## config.mk

```make
export PLATFORM = sky130hd
export DESIGN_NAME = usb_charge_state_controller_flat
export DESIGN_NICKNAME = d
export VERILOG_FILES = /design/src/ucsc_pkg.sv /design/src/ucsc_if.sv /design/src/ucsc_csr.sv /design/src/ucsc_div.sv /design/src/ucsc_ctrl.sv /design/src/ucsc_dp.sv /design/src/usb_charge_state_controller.sv /design/src/flat_wrapper.sv
export SDC_FILE = /design/constraint.sdc
export NUM_CORES = 1
export LEC_CHECK = 0
export ABC_AREA = 1
export BUFFER_PORTS_ARGS = -buffer_cell sky130_fd_sc_hd__buf_2
export CORE_UTILIZATION = 35
export DETAILED_ROUTE_END_ITERATION = 6
export GPL_TIMING_DRIVEN = 0
export HOLD_SLACK_MARGIN = 0.06
export SLEW_MARGIN = 5
export SYNTH_ARGS = -nofsm -noshare
export SYNTH_HDL_FRONTEND = slang
export SYNTH_SLANG_ARGS = --single-unit
```

## constraint.sdc

```tcl
create_clock -name clock -period 6.9 [get_ports clock]
set_input_delay 0.345 -clock clock [delete_from_list [all_inputs] [get_ports clock]]
set_output_delay 0.345 -clock clock [all_outputs]
set_load 0.05 [all_outputs]
```

## src/ucsc_pkg.sv

```systemverilog
package ucsc_pkg;

   // charge state codes
   localparam logic [2:0] ST_IDLE     = 3'd0;
   localparam logic [2:0] ST_CHARGING = 3'd1;
   localparam logic [2:0] ST_FULL     = 3'd2;
   localparam logic [2:0] ST_RECHARGE = 3'd3;
   localparam logic [2:0] ST_OVP      = 3'd4;

   // response kinds
   localparam logic [2:0] K_STATUS  = 3'd0;
   localparam logic [2:0] K_EVENT   = 3'd1;
   localparam logic [2:0] K_ENABLE  = 3'd2;
   localparam logic [2:0] K_CURRENT = 3'd3;
   localparam logic [2:0] K_UNLOCK  = 3'd4;

   // event codes
   localparam logic [3:0] EV_LOCK     = 4'd0;
   localparam logic [3:0] EV_OVP      = 4'd1;
   localparam logic [3:0] EV_INPUT    = 4'd2;
   localparam logic [3:0] EV_FULL     = 4'd3;
   localparam logic [3:0] EV_CHARGING = 4'd4;
   localparam logic [3:0] EV_REMOVE   = 4'd5;

   // register indexes
   localparam logic [2:0] REG_FULL_V      = 3'd0;
   localparam logic [2:0] REG_RECHARGE_V  = 3'd1;
   localparam logic [2:0] REG_REDUCE_V    = 3'd2;
   localparam logic [2:0] REG_NORMAL_CUR  = 3'd3;
   localparam logic [2:0] REG_REDUCED_CUR = 3'd4;
   localparam logic [2:0] REG_FULL_TICKS  = 3'd5;
   localparam logic [2:0] REG_RED_TICKS   = 3'd6;
   localparam logic [2:0] REG_FEATURES    = 3'd7;

   // fixed behavior constants
   localparam logic [7:0] INSERT_DEBOUNCE    = 8'd10;
   localparam logic [7:0] OVP_DEBOUNCE       = 8'd10;
   localparam logic [3:0] CURRENT_500MA_CODE = 4'd7;
   localparam int         RAMP_STEPS         = 5;

   // ramp period = full_ticks / RAMP_STEPS by reciprocal multiply
   localparam int          RAMP_SHIFT = 20;
   localparam int          RAMP_RECIP_INT = (2**RAMP_SHIFT + RAMP_STEPS - 1) / RAMP_STEPS;
   localparam logic [20:0] RAMP_RECIP = RAMP_RECIP_INT[20:0];

   // action slots per tick, status item excluded
   localparam int ACT_SLOTS = 7;

   typedef struct packed {
      logic [12:0] full_voltage_mv;
      logic [12:0] recharge_voltage_mv;
      logic [12:0] reduce_voltage_mv;
      logic [3:0]  normal_current_code;
      logic [3:0]  reduced_current_code;
      logic [15:0] full_ticks;
      logic [15:0] reduce_ticks;
      logic [2:0]  feature_enables;
   } cfg_type;

   typedef struct packed {
      logic        usb_present;
      logic        overvoltage;
      logic        hardware_full;
      logic        charger_on;
      logic [12:0] battery_mv;
      logic        system_busy;
   } req_item_type;

   typedef struct packed {
      logic load;
      logic eval;
      logic div_start;
      logic ramp_apply;
      logic emit;
   } cmd_type;

   typedef struct packed {
      logic ramp_need;
      logic div_done;
      logic out_free;
      logic at_status;
   } status_type;

endpackage

```

## src/ucsc_if.sv

```systemverilog
interface ucsc_req_if;
   logic        valid;
   logic        ready;
   logic        usb_present;
   logic        overvoltage;
   logic        hardware_full;
   logic        charger_on;
   logic [12:0] battery_mv;
   logic        system_busy;

   modport source (output valid, usb_present, overvoltage, hardware_full, charger_on,
                   battery_mv, system_busy, input ready);
   modport sink (input valid, usb_present, overvoltage, hardware_full, charger_on,
                 battery_mv, system_busy, output ready);
endinterface

interface ucsc_rsp_if;
   logic       valid;
   logic       ready;
   logic [2:0] kind;
   logic [3:0] value;
   logic [2:0] charge_state;
   logic       last;

   modport source (output valid, kind, value, charge_state, last, input ready);
   modport sink (input valid, kind, value, charge_state, last, output ready);
endinterface

```

## src/ucsc_csr.sv

```systemverilog
module ucsc_csr (
   input  logic             clock,
   input  logic             reset,
   input  logic             psel,
   input  logic             penable,
   input  logic             pwrite,
   input  logic [4:0]       paddr,
   input  logic [31:0]      pwdata,
   output logic [31:0]      prdata,
   output logic             pready,
   output ucsc_pkg::cfg_type cfg
);

   ucsc_pkg::cfg_type cfg_ff;
   logic              wr_en;
   logic [2:0]        reg_idx;

   assign pready  = 1'b1;
   assign wr_en   = psel & penable & pwrite;
   assign reg_idx = paddr[4:2];
   assign cfg     = cfg_ff;

   // register writes
   always_ff @(posedge clock) begin
      if (reset) begin
         cfg_ff.full_voltage_mv      <= 13'd4200;
         cfg_ff.recharge_voltage_mv  <= 13'd4050;
         cfg_ff.reduce_voltage_mv    <= 13'd4100;
         cfg_ff.normal_current_code  <= 4'd7;
         cfg_ff.reduced_current_code <= 4'd3;
         cfg_ff.full_ticks           <= 16'd600;
         cfg_ff.reduce_ticks         <= 16'd300;
         cfg_ff.feature_enables      <= 3'd7;
      end else if (wr_en) begin
         case (reg_idx)
            ucsc_pkg::REG_FULL_V:      cfg_ff.full_voltage_mv      <= pwdata[12:0];
            ucsc_pkg::REG_RECHARGE_V:  cfg_ff.recharge_voltage_mv  <= pwdata[12:0];
            ucsc_pkg::REG_REDUCE_V:    cfg_ff.reduce_voltage_mv    <= pwdata[12:0];
            ucsc_pkg::REG_NORMAL_CUR:  cfg_ff.normal_current_code  <= pwdata[3:0];
            ucsc_pkg::REG_REDUCED_CUR: cfg_ff.reduced_current_code <= pwdata[3:0];
            ucsc_pkg::REG_FULL_TICKS:  cfg_ff.full_ticks           <= pwdata[15:0];
            ucsc_pkg::REG_RED_TICKS:   cfg_ff.reduce_ticks         <= pwdata[15:0];
            default:                   cfg_ff.feature_enables      <= pwdata[2:0];
         endcase
      end
   end

   // read mux
   always_comb begin
      case (reg_idx)
         ucsc_pkg::REG_FULL_V:      prdata = {19'd0, cfg_ff.full_voltage_mv};
         ucsc_pkg::REG_RECHARGE_V:  prdata = {19'd0, cfg_ff.recharge_voltage_mv};
         ucsc_pkg::REG_REDUCE_V:    prdata = {19'd0, cfg_ff.reduce_voltage_mv};
         ucsc_pkg::REG_NORMAL_CUR:  prdata = {28'd0, cfg_ff.normal_current_code};
         ucsc_pkg::REG_REDUCED_CUR: prdata = {28'd0, cfg_ff.reduced_current_code};
         ucsc_pkg::REG_FULL_TICKS:  prdata = {16'd0, cfg_ff.full_ticks};
         ucsc_pkg::REG_RED_TICKS:   prdata = {16'd0, cfg_ff.reduce_ticks};
         default:                   prdata = {29'd0, cfg_ff.feature_enables};
      endcase
   end

endmodule

```

## src/ucsc_div.sv

```systemverilog
module ucsc_div (
   input  logic        clock,
   input  logic        reset,
   input  logic        start,
   input  logic [15:0] dividend,
   input  logic [15:0] divisor,
   output logic        done,
   output logic [15:0] quotient,
   output logic [15:0] remainder
);

   logic        busy_ff, busy_in;
   logic        done_ff, done_in;
   logic [3:0]  cnt_ff, cnt_in;
   logic [15:0] quo_ff, quo_in;
   logic [15:0] rem_ff, rem_in;
   logic [15:0] dvs_ff, dvs_in;
   logic [16:0] trial;
   logic        fits;

   assign done      = done_ff;
   assign quotient  = quo_ff;
   assign remainder = rem_ff;

   // one restoring step per cycle, msb first
   assign trial = {rem_ff, quo_ff[15]};
   assign fits  = trial >= {1'b0, dvs_ff};

   always_comb begin
      busy_in = busy_ff;
      done_in = 1'b0;
      cnt_in  = cnt_ff;
      quo_in  = quo_ff;
      rem_in  = rem_ff;
      dvs_in  = dvs_ff;
      if (start) begin
         busy_in = 1'b1;
         cnt_in  = 4'd0;
         quo_in  = dividend;
         rem_in  = 16'd0;
         dvs_in  = divisor;
      end else if (busy_ff) begin
         rem_in = fits ? 16'(trial - {1'b0, dvs_ff}) : trial[15:0];
         quo_in = {quo_ff[14:0], fits};
         cnt_in = cnt_ff + 4'd1;
         if (cnt_ff == 4'd15) begin
            busy_in = 1'b0;
            done_in = 1'b1;
         end
      end
   end

   always_ff @(posedge clock) begin
      if (reset) begin
         busy_ff <= 1'b0;
         done_ff <= 1'b0;
         cnt_ff  <= 4'd0;
      end else begin
         busy_ff <= busy_in;
         done_ff <= done_in;
         cnt_ff  <= cnt_in;
      end
   end

   always_ff @(posedge clock) begin
      quo_ff <= quo_in;
      rem_ff <= rem_in;
      dvs_ff <= dvs_in;
   end

endmodule

```

## src/ucsc_ctrl.sv

```systemverilog
module ucsc_ctrl (
   input  logic                 clock,
   input  logic                 reset,
   input  logic                 req_valid,
   output logic                 req_ready,
   input  ucsc_pkg::status_type stat,
   output ucsc_pkg::cmd_type    cmd
);

   localparam logic [1:0] C_IDLE = 2'd0;
   localparam logic [1:0] C_EVAL = 2'd1;
   localparam logic [1:0] C_DIV  = 2'd2;
   localparam logic [1:0] C_EMIT = 2'd3;

   logic [1:0] state_ff, state_in;

   assign req_ready = state_ff == C_IDLE;

   // sequencing of one request
   always_comb begin
      state_in       = state_ff;
      cmd            = '0;
      case (state_ff)
         C_IDLE: begin
            if (req_valid) begin
               cmd.load = 1'b1;
               state_in = C_EVAL;
            end
         end
         C_EVAL: begin
            cmd.eval = 1'b1;
            if (stat.ramp_need) begin
               cmd.div_start = 1'b1;
               state_in      = C_DIV;
            end else begin
               state_in = C_EMIT;
            end
         end
         C_DIV: begin
            if (stat.div_done) begin
               cmd.ramp_apply = 1'b1;
               state_in       = C_EMIT;
            end
         end
         C_EMIT: begin
            if (stat.out_free) begin
               cmd.emit = 1'b1;
               if (stat.at_status) begin
                  state_in = C_IDLE;
               end
            end
         end
         default: state_in = C_IDLE;
      endcase
   end

   always_ff @(posedge clock) begin
      if (reset) begin
         state_ff <= C_IDLE;
      end else begin
         state_ff <= state_in;
      end
   end

endmodule

```

## src/ucsc_dp.sv

```systemverilog
module ucsc_dp (
   input  logic                   clock,
   input  logic                   reset,
   input  ucsc_pkg::cfg_type      cfg,
   input  ucsc_pkg::req_item_type req_item,
   input  ucsc_pkg::cmd_type      cmd,
   output ucsc_pkg::status_type   stat,
   output logic                   rsp_valid,
   input  logic                   rsp_ready,
   output logic [2:0]             rsp_kind,
   output logic [3:0]             rsp_value,
   output logic [2:0]             rsp_charge_state,
   output logic                   rsp_last
);

   typedef struct packed {
      logic [2:0] kind;
      logic [3:0] value;
   } act_type;

   typedef struct packed {
      act_type [ucsc_pkg::ACT_SLOTS-1:0] acts;
      logic [2:0]                        n;
   } act_buf_type;

   // append one action unless the list is full
   function automatic act_buf_type push(act_buf_type b, logic [2:0] kind, logic [3:0] value);
      act_buf_type r;
      r = b;
      if (b.n < 3'(ucsc_pkg::ACT_SLOTS)) begin
         r.acts[b.n] = '{kind: kind, value: value};
         r.n         = b.n + 3'd1;
      end
      return r;
   endfunction

   ucsc_pkg::req_item_type in_ff;
   logic [2:0]  state_ff, state_in;
   logic        ovp_lat_ff, ovp_lat_in;
   logic        full_lat_ff, full_lat_in;
   logic [7:0]  ins_cnt_ff, ins_cnt_in;
   logic [7:0]  ovp_clr_ff, ovp_clr_in;
   logic [15:0] full_cnt_ff, full_cnt_in;
   logic [15:0] red_cnt_ff, red_cnt_in;
   act_buf_type buf_ff, buf_in;
   logic        ramp_need;
   logic [2:0]  emit_idx_ff;
   logic        at_status;
   logic        soft_full_en;

   logic [36:0] per_prod;
   logic [15:0] per_ff;
   logic        div_done;
   logic [15:0] div_quo;
   logic [15:0] div_rem;
   logic [3:0]  ramp_top;
   logic [3:0]  ramp_code;
   act_type     cur_act;

   logic       rsp_valid_ff;
   logic [2:0] rsp_kind_ff;
   logic [3:0] rsp_value_ff;
   logic [2:0] rsp_state_ff;
   logic       rsp_last_ff;

   assign soft_full_en = cfg.feature_enables[1];

   // ramp period, at least one tick
   assign per_prod = {21'd0, cfg.full_ticks} * {16'd0, ucsc_pkg::RAMP_RECIP};
   always_ff @(posedge clock) begin
      per_ff <= (per_prod[ucsc_pkg::RAMP_SHIFT +: 16] == 16'd0)
                ? 16'd1 : per_prod[ucsc_pkg::RAMP_SHIFT +: 16];
   end

   ucsc_div u_div (
      .clock     (clock),
      .reset     (reset),
      .start     (cmd.div_start),
      .dividend  (full_cnt_in),
      .divisor   (per_ff),
      .done      (div_done),
      .quotient  (div_quo),
      .remainder (div_rem)
   );

   // ramped code saturates at zero
   assign ramp_top  = (cfg.normal_current_code > ucsc_pkg::CURRENT_500MA_CODE)
                      ? ucsc_pkg::CURRENT_500MA_CODE : cfg.normal_current_code;
   assign ramp_code = (div_quo >= {12'd0, ramp_top}) ? 4'd0 : 4'(ramp_top - div_quo[3:0]);

   // one tick of the charge state machine
   always_comb begin
      state_in    = state_ff;
      ovp_lat_in  = ovp_lat_ff;
      full_lat_in = full_lat_ff;
      ins_cnt_in  = ins_cnt_ff;
      ovp_clr_in  = ovp_clr_ff;
      full_cnt_in = full_cnt_ff;
      red_cnt_in  = red_cnt_ff;
      buf_in      = '0;
      ramp_need   = 1'b0;

      if (in_ff.usb_present && in_ff.charger_on) full_lat_in = in_ff.hardware_full;
      if (in_ff.usb_present) ovp_lat_in = in_ff.overvoltage;

      case (state_ff)
         ucsc_pkg::ST_IDLE: begin
            if (in_ff.usb_present) begin
               full_lat_in = 1'b0;
               buf_in = push(buf_in, ucsc_pkg::K_ENABLE, 4'd0);
               if (!in_ff.system_busy) begin
                  if (cfg.feature_enables[2]) begin
                     buf_in = push(buf_in, ucsc_pkg::K_EVENT, ucsc_pkg::EV_LOCK);
                  end
                  buf_in = push(buf_in, ucsc_pkg::K_UNLOCK, 4'd0);
                  if (ovp_lat_in) begin
                     buf_in   = push(buf_in, ucsc_pkg::K_EVENT, ucsc_pkg::EV_OVP);
                     state_in = ucsc_pkg::ST_OVP;
                  end
                  ins_cnt_in = ins_cnt_ff + 8'd1;
                  if (ins_cnt_in >= ucsc_pkg::INSERT_DEBOUNCE) begin
                     ins_cnt_in = 8'd0;
                     if (cfg.feature_enables[0]) begin
                        buf_in = push(buf_in, ucsc_pkg::K_CURRENT, cfg.normal_current_code);
                     end
                     buf_in   = push(buf_in, ucsc_pkg::K_EVENT, ucsc_pkg::EV_INPUT);
                     state_in = ucsc_pkg::ST_CHARGING;
                     buf_in   = push(buf_in, ucsc_pkg::K_ENABLE, 4'd1);
                  end
               end
            end
         end
         ucsc_pkg::ST_CHARGING: begin
            if (!in_ff.usb_present) begin
               state_in = ucsc_pkg::ST_IDLE;
               buf_in   = push(buf_in, ucsc_pkg::K_EVENT, ucsc_pkg::EV_REMOVE);
            end else begin
               if (ovp_lat_in) begin
                  buf_in   = push(buf_in, ucsc_pkg::K_EVENT, ucsc_pkg::EV_OVP);
                  state_in = ucsc_pkg::ST_OVP;
               end
               if (full_lat_in) begin
                  full_cnt_in = 16'd0;
                  buf_in      = push(buf_in, ucsc_pkg::K_EVENT, ucsc_pkg::EV_FULL);
                  state_in    = ucsc_pkg::ST_FULL;
               end
               if (cfg.feature_enables[0] && in_ff.battery_mv >= cfg.reduce_voltage_mv) begin
                  red_cnt_in = red_cnt_ff + 16'd1;
                  if (red_cnt_in >= cfg.reduce_ticks) begin
                     red_cnt_in = 16'd0;
                     buf_in = push(buf_in, ucsc_pkg::K_CURRENT, cfg.reduced_current_code);
                  end
               end
               if (soft_full_en && in_ff.battery_mv >= cfg.full_voltage_mv) begin
                  full_cnt_in = full_cnt_in + 16'd1;
                  if (full_cnt_in >= cfg.full_ticks) begin
                     full_cnt_in = 16'd0;
                     buf_in      = push(buf_in, ucsc_pkg::K_EVENT, ucsc_pkg::EV_FULL);
                     state_in    = ucsc_pkg::ST_FULL;
                     buf_in      = push(buf_in, ucsc_pkg::K_ENABLE, 4'd0);
                  end
                  ramp_need = 1'b1;
               end
            end
         end
         ucsc_pkg::ST_FULL: begin
            if (!in_ff.usb_present) begin
               state_in = ucsc_pkg::ST_IDLE;
               buf_in   = push(buf_in, ucsc_pkg::K_EVENT, ucsc_pkg::EV_REMOVE);
            end else if (soft_full_en) begin
               if (in_ff.battery_mv < cfg.recharge_voltage_mv) begin
                  buf_in   = push(buf_in, ucsc_pkg::K_EVENT, ucsc_pkg::EV_CHARGING);
                  state_in = ucsc_pkg::ST_RECHARGE;
                  buf_in   = push(buf_in, ucsc_pkg::K_CURRENT, ucsc_pkg::CURRENT_500MA_CODE);
                  buf_in   = push(buf_in, ucsc_pkg::K_ENABLE, 4'd1);
               end else begin
                  buf_in = push(buf_in, ucsc_pkg::K_ENABLE, 4'd0);
               end
            end
         end
         ucsc_pkg::ST_RECHARGE: begin
            if (!in_ff.usb_present) begin
               state_in = ucsc_pkg::ST_IDLE;
               buf_in   = push(buf_in, ucsc_pkg::K_EVENT, ucsc_pkg::EV_REMOVE);
            end else begin
               if (soft_full_en && in_ff.battery_mv >= cfg.full_voltage_mv) begin
                  full_cnt_in = full_cnt_ff + 16'd1;
                  if (full_cnt_in >= cfg.full_ticks) begin
                     full_cnt_in = 16'd0;
                     buf_in      = push(buf_in, ucsc_pkg::K_EVENT, ucsc_pkg::EV_FULL);
                     state_in    = ucsc_pkg::ST_FULL;
                     buf_in      = push(buf_in, ucsc_pkg::K_ENABLE, 4'd0);
                  end
               end
               if (full_lat_in) begin
                  full_cnt_in = 16'd0;
                  buf_in      = push(buf_in, ucsc_pkg::K_EVENT, ucsc_pkg::EV_FULL);
                  state_in    = ucsc_pkg::ST_FULL;
               end
            end
         end
         ucsc_pkg::ST_OVP: begin
            if (!in_ff.usb_present) begin
               ovp_lat_in = 1'b0;
               ovp_clr_in = 8'd0;
               state_in   = ucsc_pkg::ST_IDLE;
               buf_in     = push(buf_in, ucsc_pkg::K_EVENT, ucsc_pkg::EV_REMOVE);
            end else if (!ovp_lat_in) begin
               if (in_ff.battery_mv >= cfg.full_voltage_mv) begin
                  buf_in   = push(buf_in, ucsc_pkg::K_EVENT, ucsc_pkg::EV_FULL);
                  state_in = ucsc_pkg::ST_FULL;
                  buf_in   = push(buf_in, ucsc_pkg::K_ENABLE, 4'd0);
               end else begin
                  ovp_clr_in = ovp_clr_ff + 8'd1;
                  if (ovp_clr_in >= ucsc_pkg::OVP_DEBOUNCE) begin
                     ovp_clr_in = 8'd0;
                     buf_in     = push(buf_in, ucsc_pkg::K_EVENT, ucsc_pkg::EV_CHARGING);
                     state_in   = ucsc_pkg::ST_CHARGING;
                     buf_in     = push(buf_in, ucsc_pkg::K_CURRENT,
                                       ucsc_pkg::CURRENT_500MA_CODE);
                     buf_in     = push(buf_in, ucsc_pkg::K_ENABLE, 4'd1);
                  end
               end
            end
         end
         // unused codes fall back to idle
         default: state_in = ucsc_pkg::ST_IDLE;
      endcase
   end

   // request capture
   always_ff @(posedge clock) begin
      if (cmd.load) begin
         in_ff <= req_item;
      end
   end

   // controller state and action list
   always_ff @(posedge clock) begin
      if (reset) begin
         state_ff    <= ucsc_pkg::ST_IDLE;
         ovp_lat_ff  <= 1'b0;
         full_lat_ff <= 1'b0;
         ins_cnt_ff  <= 8'd0;
         ovp_clr_ff  <= 8'd0;
         full_cnt_ff <= 16'd0;
         red_cnt_ff  <= 16'd0;
         buf_ff      <= '0;
         emit_idx_ff <= 3'd0;
      end else begin
         if (cmd.eval) begin
            state_ff    <= state_in;
            ovp_lat_ff  <= ovp_lat_in;
            full_lat_ff <= full_lat_in;
            ins_cnt_ff  <= ins_cnt_in;
            ovp_clr_ff  <= ovp_clr_in;
            full_cnt_ff <= full_cnt_in;
            red_cnt_ff  <= red_cnt_in;
            buf_ff      <= buf_in;
            emit_idx_ff <= 3'd0;
         end else begin
            if (cmd.ramp_apply && div_rem == 16'd0) begin
               buf_ff <= push(buf_ff, ucsc_pkg::K_CURRENT, ramp_code);
            end
            if (cmd.emit) begin
               emit_idx_ff <= emit_idx_ff + 3'd1;
            end
         end
      end
   end

   // output register
   assign at_status = emit_idx_ff == buf_ff.n;
   assign cur_act   = buf_ff.acts[emit_idx_ff];

   always_ff @(posedge clock) begin
      if (reset) begin
         rsp_valid_ff <= 1'b0;
      end else if (cmd.emit) begin
         rsp_valid_ff <= 1'b1;
      end else if (rsp_ready) begin
         rsp_valid_ff <= 1'b0;
      end
   end

   always_ff @(posedge clock) begin
      if (cmd.emit) begin
         rsp_kind_ff  <= at_status ? ucsc_pkg::K_STATUS : cur_act.kind;
         rsp_value_ff <= at_status ? 4'd0 : cur_act.value;
         rsp_state_ff <= state_ff;
         rsp_last_ff  <= at_status;
      end
   end

   assign rsp_valid        = rsp_valid_ff;
   assign rsp_kind         = rsp_kind_ff;
   assign rsp_value        = rsp_value_ff;
   assign rsp_charge_state = rsp_state_ff;
   assign rsp_last         = rsp_last_ff;

   assign stat.ramp_need = ramp_need;
   assign stat.div_done  = div_done;
   assign stat.out_free  = !rsp_valid_ff || rsp_ready;
   assign stat.at_status = at_status;

endmodule

```

## src/usb_charge_state_controller.sv

```systemverilog
// USB charge state controller. Each request is one charger tick (USB presence, over-voltage,
// charge-complete, charger enable, battery voltage, system busy); the block steps its
// idle/charging/full/recharge/over-voltage machine and answers with up to seven action
// responses (events, enable writes, current writes, unlock) followed by one
// status response with last set; every response carries the state after the tick. A tick
// is accepted, then evaluated, then its responses go out one per cycle while the sink is
// ready; in charging with soft full timing active the current ramp also waits for the
// 16-step serial divider. The next request is taken once the status response is in the
// output register. Registers sit on the APB port at byte address 4*index; the user must
// write them only while no tick is in flight, and the block itself does not enforce it.
module usb_charge_state_controller (
   input  logic        clock,
   input  logic        reset,
   ucsc_req_if.sink    req_chan,
   ucsc_rsp_if.source  rsp_chan,
   input  logic        psel,
   input  logic        penable,
   input  logic        pwrite,
   input  logic [4:0]  paddr,
   input  logic [31:0] pwdata,
   output logic [31:0] prdata,
   output logic        pready
);

   ucsc_pkg::cfg_type      cfg;
   ucsc_pkg::cmd_type      cmd;
   ucsc_pkg::status_type   stat;
   ucsc_pkg::req_item_type req_item;

   // request payload packing
   assign req_item.usb_present   = req_chan.usb_present;
   assign req_item.overvoltage   = req_chan.overvoltage;
   assign req_item.hardware_full = req_chan.hardware_full;
   assign req_item.charger_on    = req_chan.charger_on;
   assign req_item.battery_mv    = req_chan.battery_mv;
   assign req_item.system_busy   = req_chan.system_busy;

   ucsc_csr u_csr (
      .clock   (clock),
      .reset   (reset),
      .psel    (psel),
      .penable (penable),
      .pwrite  (pwrite),
      .paddr   (paddr),
      .pwdata  (pwdata),
      .prdata  (prdata),
      .pready  (pready),
      .cfg     (cfg)
   );

   ucsc_ctrl u_ctrl (
      .clock     (clock),
      .reset     (reset),
      .req_valid (req_chan.valid),
      .req_ready (req_chan.ready),
      .stat      (stat),
      .cmd       (cmd)
   );

   ucsc_dp u_dp (
      .clock            (clock),
      .reset            (reset),
      .cfg              (cfg),
      .req_item         (req_item),
      .cmd              (cmd),
      .stat             (stat),
      .rsp_valid        (rsp_chan.valid),
      .rsp_ready        (rsp_chan.ready),
      .rsp_kind         (rsp_chan.kind),
      .rsp_value        (rsp_chan.value),
      .rsp_charge_state (rsp_chan.charge_state),
      .rsp_last         (rsp_chan.last)
   );

endmodule

```

## src/flat_wrapper.sv

```systemverilog
// flat-port wrapper written by rule: the top's interface ports become plain ports
module usb_charge_state_controller_flat 
  (clock, reset, psel, penable, pwrite, paddr, pwdata, prdata, pready, req_chan_valid, req_chan_usb_present, req_chan_overvoltage, req_chan_hardware_full, req_chan_charger_on, req_chan_battery_mv, req_chan_system_busy, req_chan_ready, rsp_chan_valid, rsp_chan_kind, rsp_chan_value, rsp_chan_charge_state, rsp_chan_last, rsp_chan_ready);
  ucsc_req_if req_chan_i ();
  ucsc_rsp_if rsp_chan_i ();
  input  logic clock;
  input  logic reset;
  input  logic psel;
  input  logic penable;
  input  logic pwrite;
  input  logic [4:0] paddr;
  input  logic [31:0] pwdata;
  output logic [31:0] prdata;
  output logic pready;
  input wire logic [$bits(req_chan_i.valid)-1:0] req_chan_valid;
  input wire logic [$bits(req_chan_i.usb_present)-1:0] req_chan_usb_present;
  input wire logic [$bits(req_chan_i.overvoltage)-1:0] req_chan_overvoltage;
  input wire logic [$bits(req_chan_i.hardware_full)-1:0] req_chan_hardware_full;
  input wire logic [$bits(req_chan_i.charger_on)-1:0] req_chan_charger_on;
  input wire logic [$bits(req_chan_i.battery_mv)-1:0] req_chan_battery_mv;
  input wire logic [$bits(req_chan_i.system_busy)-1:0] req_chan_system_busy;
  output wire logic [$bits(req_chan_i.ready)-1:0] req_chan_ready;
  output wire logic [$bits(rsp_chan_i.valid)-1:0] rsp_chan_valid;
  output wire logic [$bits(rsp_chan_i.kind)-1:0] rsp_chan_kind;
  output wire logic [$bits(rsp_chan_i.value)-1:0] rsp_chan_value;
  output wire logic [$bits(rsp_chan_i.charge_state)-1:0] rsp_chan_charge_state;
  output wire logic [$bits(rsp_chan_i.last)-1:0] rsp_chan_last;
  input wire logic [$bits(rsp_chan_i.ready)-1:0] rsp_chan_ready;
  assign req_chan_i.valid = req_chan_valid;
  assign req_chan_i.usb_present = req_chan_usb_present;
  assign req_chan_i.overvoltage = req_chan_overvoltage;
  assign req_chan_i.hardware_full = req_chan_hardware_full;
  assign req_chan_i.charger_on = req_chan_charger_on;
  assign req_chan_i.battery_mv = req_chan_battery_mv;
  assign req_chan_i.system_busy = req_chan_system_busy;
  assign req_chan_ready = req_chan_i.ready;
  assign rsp_chan_valid = rsp_chan_i.valid;
  assign rsp_chan_kind = rsp_chan_i.kind;
  assign rsp_chan_value = rsp_chan_i.value;
  assign rsp_chan_charge_state = rsp_chan_i.charge_state;
  assign rsp_chan_last = rsp_chan_i.last;
  assign rsp_chan_i.ready = rsp_chan_ready;
  usb_charge_state_controller u_core (.clock(clock), .reset(reset), .req_chan(req_chan_i), .rsp_chan(rsp_chan_i), .psel(psel), .penable(penable), .pwrite(pwrite), .paddr(paddr), .pwdata(pwdata), .prdata(prdata), .pready(pready));
endmodule
```

# Yosys cells after proc, flatten, opt, wreduce, memory -nomap -nowiden
# Index checks and enable logic that the tools add are counted.
dict set report word_totals {
  mem_count 0
  ff_bits 288
  mem_bits_ro 0
  elab_cells 489
  latch_bits 0
  inputBits 62
  mem_bits_rw 0
  out_inout_bits 46
}
dict set report classes {
  n_addsub 27
  n_div 0
  shift 0
  n_mul 1
  order_cmp 66
  reduce_logical 51
  mux 215
  eq_ne 29
  n_bitwise 50
}
# cell n
set ops {}
lappend ops {{$mux W52} 81}
lappend ops {{$demux W7 S3} 18}
lappend ops {{$pmux W52 S5} 1}
lappend ops {{$mux W16} 14}
lappend ops {{$not A42 Y42} 5}
lappend ops {{$mux W10} 19}
lappend ops {{$and A35 B35 Y35} 5}
lappend ops {{$not A35 Y35} 5}
lappend ops {{$bwmux W49} 3}
lappend ops {{$mux W7} 19}
lappend ops {{$and A6 B42 Y42} 3}
lappend ops {{$pmux W16 S7} 1}
lappend ops {{$and A28 B28 Y28} 3}
lappend ops {{$and A42 B42 Y42} 2}
lappend ops {{$not A28 Y28} 3}
lappend ops {{$lt A3 B4 Y1 const B} 19}
lappend ops {{$or A14 B14 Y14} 5}
lappend ops {{$or A5 B35 Y35} 2}
lappend ops {{$or A21 B21 Y21} 3}
lappend ops {{$add A3 B1 Y3 const B} 19}
lappend ops {{$mux W3} 19}
lappend ops {{$ge A3 B1 Y1 const B} 18}
lappend ops {{$lt A3 B3 Y1 const B} 18}
lappend ops {{$add A16 B1 Y16 const B} 3}
lappend ops {{other kinds (51)} 151}

# Depth between registers and ports, before layout
dict set report depth {
  ltp_word 68
  depth_mapped 32
  mapped_depth_nobuf 31
}

# Modules after synthesis
# From an unflattened synthesis, not the netlist that was laid out.
dict set report unflattened {
  cells_unflattened 3322
  hier_area_um2 23804.1
}
# module cells_per_inst seq_area_each_um2 n_inst area_per_inst_um2
set modules_own_cells {}
lappend modules_own_cells {ucsc_dp 2286 3233.1 1 16433.3}
lappend modules_own_cells {ucsc_csr 559 1641.6 1 3844.9}
lappend modules_own_cells {ucsc_div 438 1401.3 1 3281.9}
lappend modules_own_cells {ucsc_ctrl 39 40.0 1 244.0}

# Worst setup path after synthesis
# Ideal clock, no wire load.
dict set report synth_path {
  path_type {reg2reg}
  from {register u_core.u_csr.cfg_ff (netlist bit u_core.u_csr.cfg[22])}
  to {register u_core.u_dp.per_ff[0]}
  period_less_slack_ps 4970
  t_required_ps 6842
  path_buffers 0
  arrival_time_ps 4912
  setup_ps 58
  path_stages_with_launch 25
  slack_ps 1930
  path_cell_list {dfxtp_1 -> ha_1 -> inv_1 -> fa_1 -> inv_1 -> fa_1 -> inv_1 -> fa_1 -> fa_1 -> fa_1 -> inv_1 -> ha_1 -> nand2_1 -> nor2_1 -> inv_1 -> o21ai_0 -> nand2_1 -> nand3_1 -> nand2_1 -> nand3b_1 -> xor2_1 -> nand2_1 -> nor2_1 -> nand2_1 -> nand2_1}
}
dict set report synth_between {
  elab_chain_cells 2
}
# element line_no
set synth_rtl {}
lappend synth_rtl {{start: declaration} ucsc_csr.sv:14} ;# ucsc_pkg::cfg_type cfg_ff;
lappend synth_rtl {{$mul A16 B16 Y32 *} ucsc_dp.sv:69} ;# assign per_prod = {21'd0, cfg.full_ticks} * {16'd0, ucsc_pkg::RAMP_RECIP};
lappend synth_rtl {{$logic_not A16 Y1} ucsc_dp.sv:71} ;# per_ff <= (per_prod[ucsc_pkg::RAMP_SHIFT +: 16] == 16'd0)
lappend synth_rtl {{end signal: assignment} ucsc_dp.sv:71}
lappend synth_rtl {{end: declaration} ucsc_dp.sv:52} ;# logic [15:0] per_ff;
# Every way passes the cells marked *; elsewhere a longest branch is shown, timed or not.
# A chain may end at the register's enable or synchronous reset.

# Final worst setup path
dict set report layout_path {
  from {register u_core.u_csr.cfg_ff (netlist bit u_core.u_csr.cfg[21])}
  to {register u_core.u_dp.per_ff[0]}
}
# Same word-level chain as after synthesis.

==> metrics <==
wire per inst=17.8 um; worst-skew pair later-pin latency=0.55 ns; met2 GRT Util=32.8%; area of the mapped netlist=0.0225 mm^2; slew of the pin with the lowest slew margin=1.13 ns; arrival time at the worst endpoint=6.45 ns; largest net degree at the start of global routing=26; initial DRC count=1900; unrepaired setup endpoints after global routing=false; met1 GRT Util=30.8%; Die Span X=256 um; vias=20600; Root Buffer=clkbuf_16; Syn Area/Cell=7.60 um^2; RePlAce Congestion=0.978; Max Buffers Root-to-Sink=3; TritonCTS Buffers=35; CP Capture Point=u_core.u_dp.per_ff[0]; critical path cell sequence=ha_1 -> inv_1 -> fa_1 -> inv_1 -> fa_1 -> inv_1 -> fa_1 -> fa_1 -> fa_1 -> inv_1 -> ha_1 -> nand2_1 -> nor2_1 -> inv_1 -> nor3_1 -> nand3_1 -> nand3_1 -> nand2_1 -> nand3b_1 -> xor2_1 -> nand2_1 -> nor2_1 -> nand2_1 -> nand2_1; floorplan row count=92; Max stage delay on crit path=0.63 ns; adder-cell share of the synthesized area=22.2%; I/O pin count=108; H-tree levels=2; Hold Fails Final Rpt=0; Lkg Pwr=0.0119 uW; Synth Area in XOR/XNOR=2.56%; Post-DP HPWL=56800 um; vias in the first global route=19600; Final Skew=0.0229 ns; FFs w/ async S/R, synth=0%; Synth Register Bits=283; final WL=70600 um; Ys Warns=0; Overall Global Routing Usage=21.4%; fraction of layout cells with a size suffix above 1=8.06%; Hold Crit Class=in2reg; Sink Count=283; fin cells=3973; drc violations=0; fin area=0.0253 mm^2; cts repair resizes=0; min cycle time layout=5.96 ns; vias per cell=5.19; worst setup path startpoint=u_core.u_csr.cfg[21]; Slew HR=24.5%; Final nets=3514; Die Area=0.0653 mm^2; first drt pass iteration count=5; reg2reg start=u_core.u_csr.cfg[21]; core box area=0.0633 mm^2; post-synthesis simple-gate area fraction=19.7%; multiplexer share of the synthesized area=0.0445%; number of synthesized flops with an enable pin=59; maximum vdd drop=0.000166 V; compound-gate portion of the synthesized area=17.5%; Die H=256 um; Post-CTS Setup Bufs=0; Crit Path Class=reg2reg; CTS tree=built; Ant. Diodes=0; Gate Count Post-Synth=2962; sequential area share after synthesis=27.8%; Cell Area, Placed=0.0240 mm^2; setup violators final=0; total negative setup slack=0 ns; Synth cell types=72; GR peak layer=met2; Power Dens Cells=225 mW/mm^2; first-pass GRT wire length=111000 um; Worst path slowest cell=fa_1; Top FF cell, synth=dfxtp_1; remaining antenna violation count after routing=0; period utilization=86.4%; Final Max Tran Viols=0; grt ovf=0; MaxCap Viol Count=0; Layout area overhead=12.5%; largest family of logic cells by synthesized area=adder cells; Worst Path Required=7.38 ns; Clock Pin Slew Worst Setup and Hold Paths=0.06 ns; fmax=168 MHz; initial antenna violation count=0; startpoint types=register; status=finished clean; Hold Slack=0.0973 ns; CP Capture Type=register; Crit Path Max Fanout=7; R2R Setup Slk=0.94 ns; dpl cells=3894; met3 Usage GRT=2.57%; Initial Util=35.6%; R2R cell count=24; port bufs=70; FF-to-FF End=u_core.u_dp.per_ff[0]
registers in the layout, indices dropped and copies added (netlist names), 4 cells and up:
register	flops
u_core.u_dp.ovp_clr_ff	8
u_core.u_dp.per_ff	14
u_core.u_dp.buf_ff	47
u_core.u_dp.full_cnt_ff	16
u_core.u_dp.u_div.cnt_ff	4
u_core.u_dp.red_cnt_ff	16
u_core.u_dp.in_ff	18
u_core.u_csr.cfg	82
u_core.u_dp.rsp_value	4
u_core.u_dp.ins_cnt_ff	8
u_core.u_dp.u_div.remainder	16
u_core.u_dp.u_div.dvs_ff	14
u_core.u_dp.u_div.quotient	16
stage by stage:
step	power (uW)	util, %	worst slack, ns
finish	5700	40.0	0.936
global route	6030	40.0	0.557
CTS	5710	40.0	0.908
detailed placement	3780	37.9	0.978
global placement	3770	37.9	0.961
floorplan	3270	-	1.93
cells by family (layout without fill, tap and decap cells):
group,after synthesis,after routing
mux,1,1
other cells,2,18
fa+ha+maj,349,349
compound gates,692,692
flops,283,283
buf+inv,578,727
simple gates,992,992
xor+xnor,65,65
critical path: cells and delay by family, from the launching register on:
kind / cells / cell delay, ns
fa+ha+maj: 7 / 3.50
xor+xnor: 1 / 0.21
buf+inv: 5 / 0.33
simple gates: 11 / 1.28
flops: 1 / 0.58
report_power, final:
group	leakage [uW]	total, uW	switching [uW]	internal (uW)
combinational	0.00897	1820	1260	562
sequential	0.00236	1970	105	1870
clock	0.000569	1910	757	1150
total	0.0119	5700	2120	3580
worst min path at each step:
stage | startpoint | end | depth (start not counted)
2_1_floorplan | u_core.u_dp.per_ff[0] | u_core.u_dp.u_div.dvs_ff[0] | 0
3_3_place_gp | u_core.u_dp.per_ff[2] | u_core.u_dp.u_div.dvs_ff[2] | 0
3_5_place_dp | u_core.u_dp.per_ff[10] | u_core.u_dp.u_div.dvs_ff[10] | 0
4_1_cts | rsp_chan_ready | u_core.u_dp.rsp_valid | 4
5_1_grt | pwdata[4] | u_core.u_csr.cfg[60] | 3
6_report | rsp_chan_ready | u_core.u_dp.rsp_valid | 4
area by class of cell:
type	instances	area (um^2)
clock buffer	44	940
timing repair buffer	88	531
sequential	283	6260
inverter	486	1830
multi-input combinational	2117	14000
fill	6729	38000
tap	846	1060
clock inverter	17	221
buffer	92	474
timing repair:
action                                  in CTS  in global routing
hold endpoints to repair                    18                  0
hold buffers                                18                  0
endpoints found under the setup margin       0                  0
synthesized netlist by cell type (21+ instances only):
library cell    n  share of area [%]
a21oi_1       254                5.6
nor2_1        223                3.7
xnor2_1        21               0.82
nor3_1         49                1.1
nand3_1       104                2.3
buf_4          23               0.77
clkbuf_1       49               0.82
fa_1           83                7.4
edfxtp_1       59                7.9
nand2_1       497                8.3
inv_1         456                7.6
ha_1          266                 15
inv_2          23               0.38
o22ai_1        42                1.2
dfxtp_1       224                 20
nand4_1        35               0.97
o211ai_1       31                1.0
o21ai_0       228                5.1
xor2_1         43                1.7
routing by layer:
layer / wire [um] / up-vias / part of all wire (%)
met5: 0 / - / 0
met4: 2150 / 0 / 3.1
met3: 4720 / 133 / 6.7
met2: 30300 / 730 / 43
met1: 33500 / 9583 / 47
li1: - / 10200 / -
cells in the final DEF (no fill, tap or decap), drive strengths merged, types with 8 or more instances in the layout:
cell,netlist,layout
nand2,506,506
inv,479,481
ha,266,266
a21oi,255,255
o21ai,251,251
nor2,241,241
dfxtp,224,224
buf,43,113
nand3,112,112
clkbuf,49,93
fa,83,83
edfxtp,59,59
nor3,56,56
xor2,44,44
o22ai,42,42
nand4,37,37
o211ai,31,31
xnor2,21,21
a31oi,20,20
conb,2,18
dlygate4sd3,0,18
nor4,18,18
clkinv,7,15
a22oi,12,12
o2bb2ai,12,12
a221oi,12,12
o31ai,10,10
a21o,9,9
or2,8,8
(Power assumes the default switching activity.)
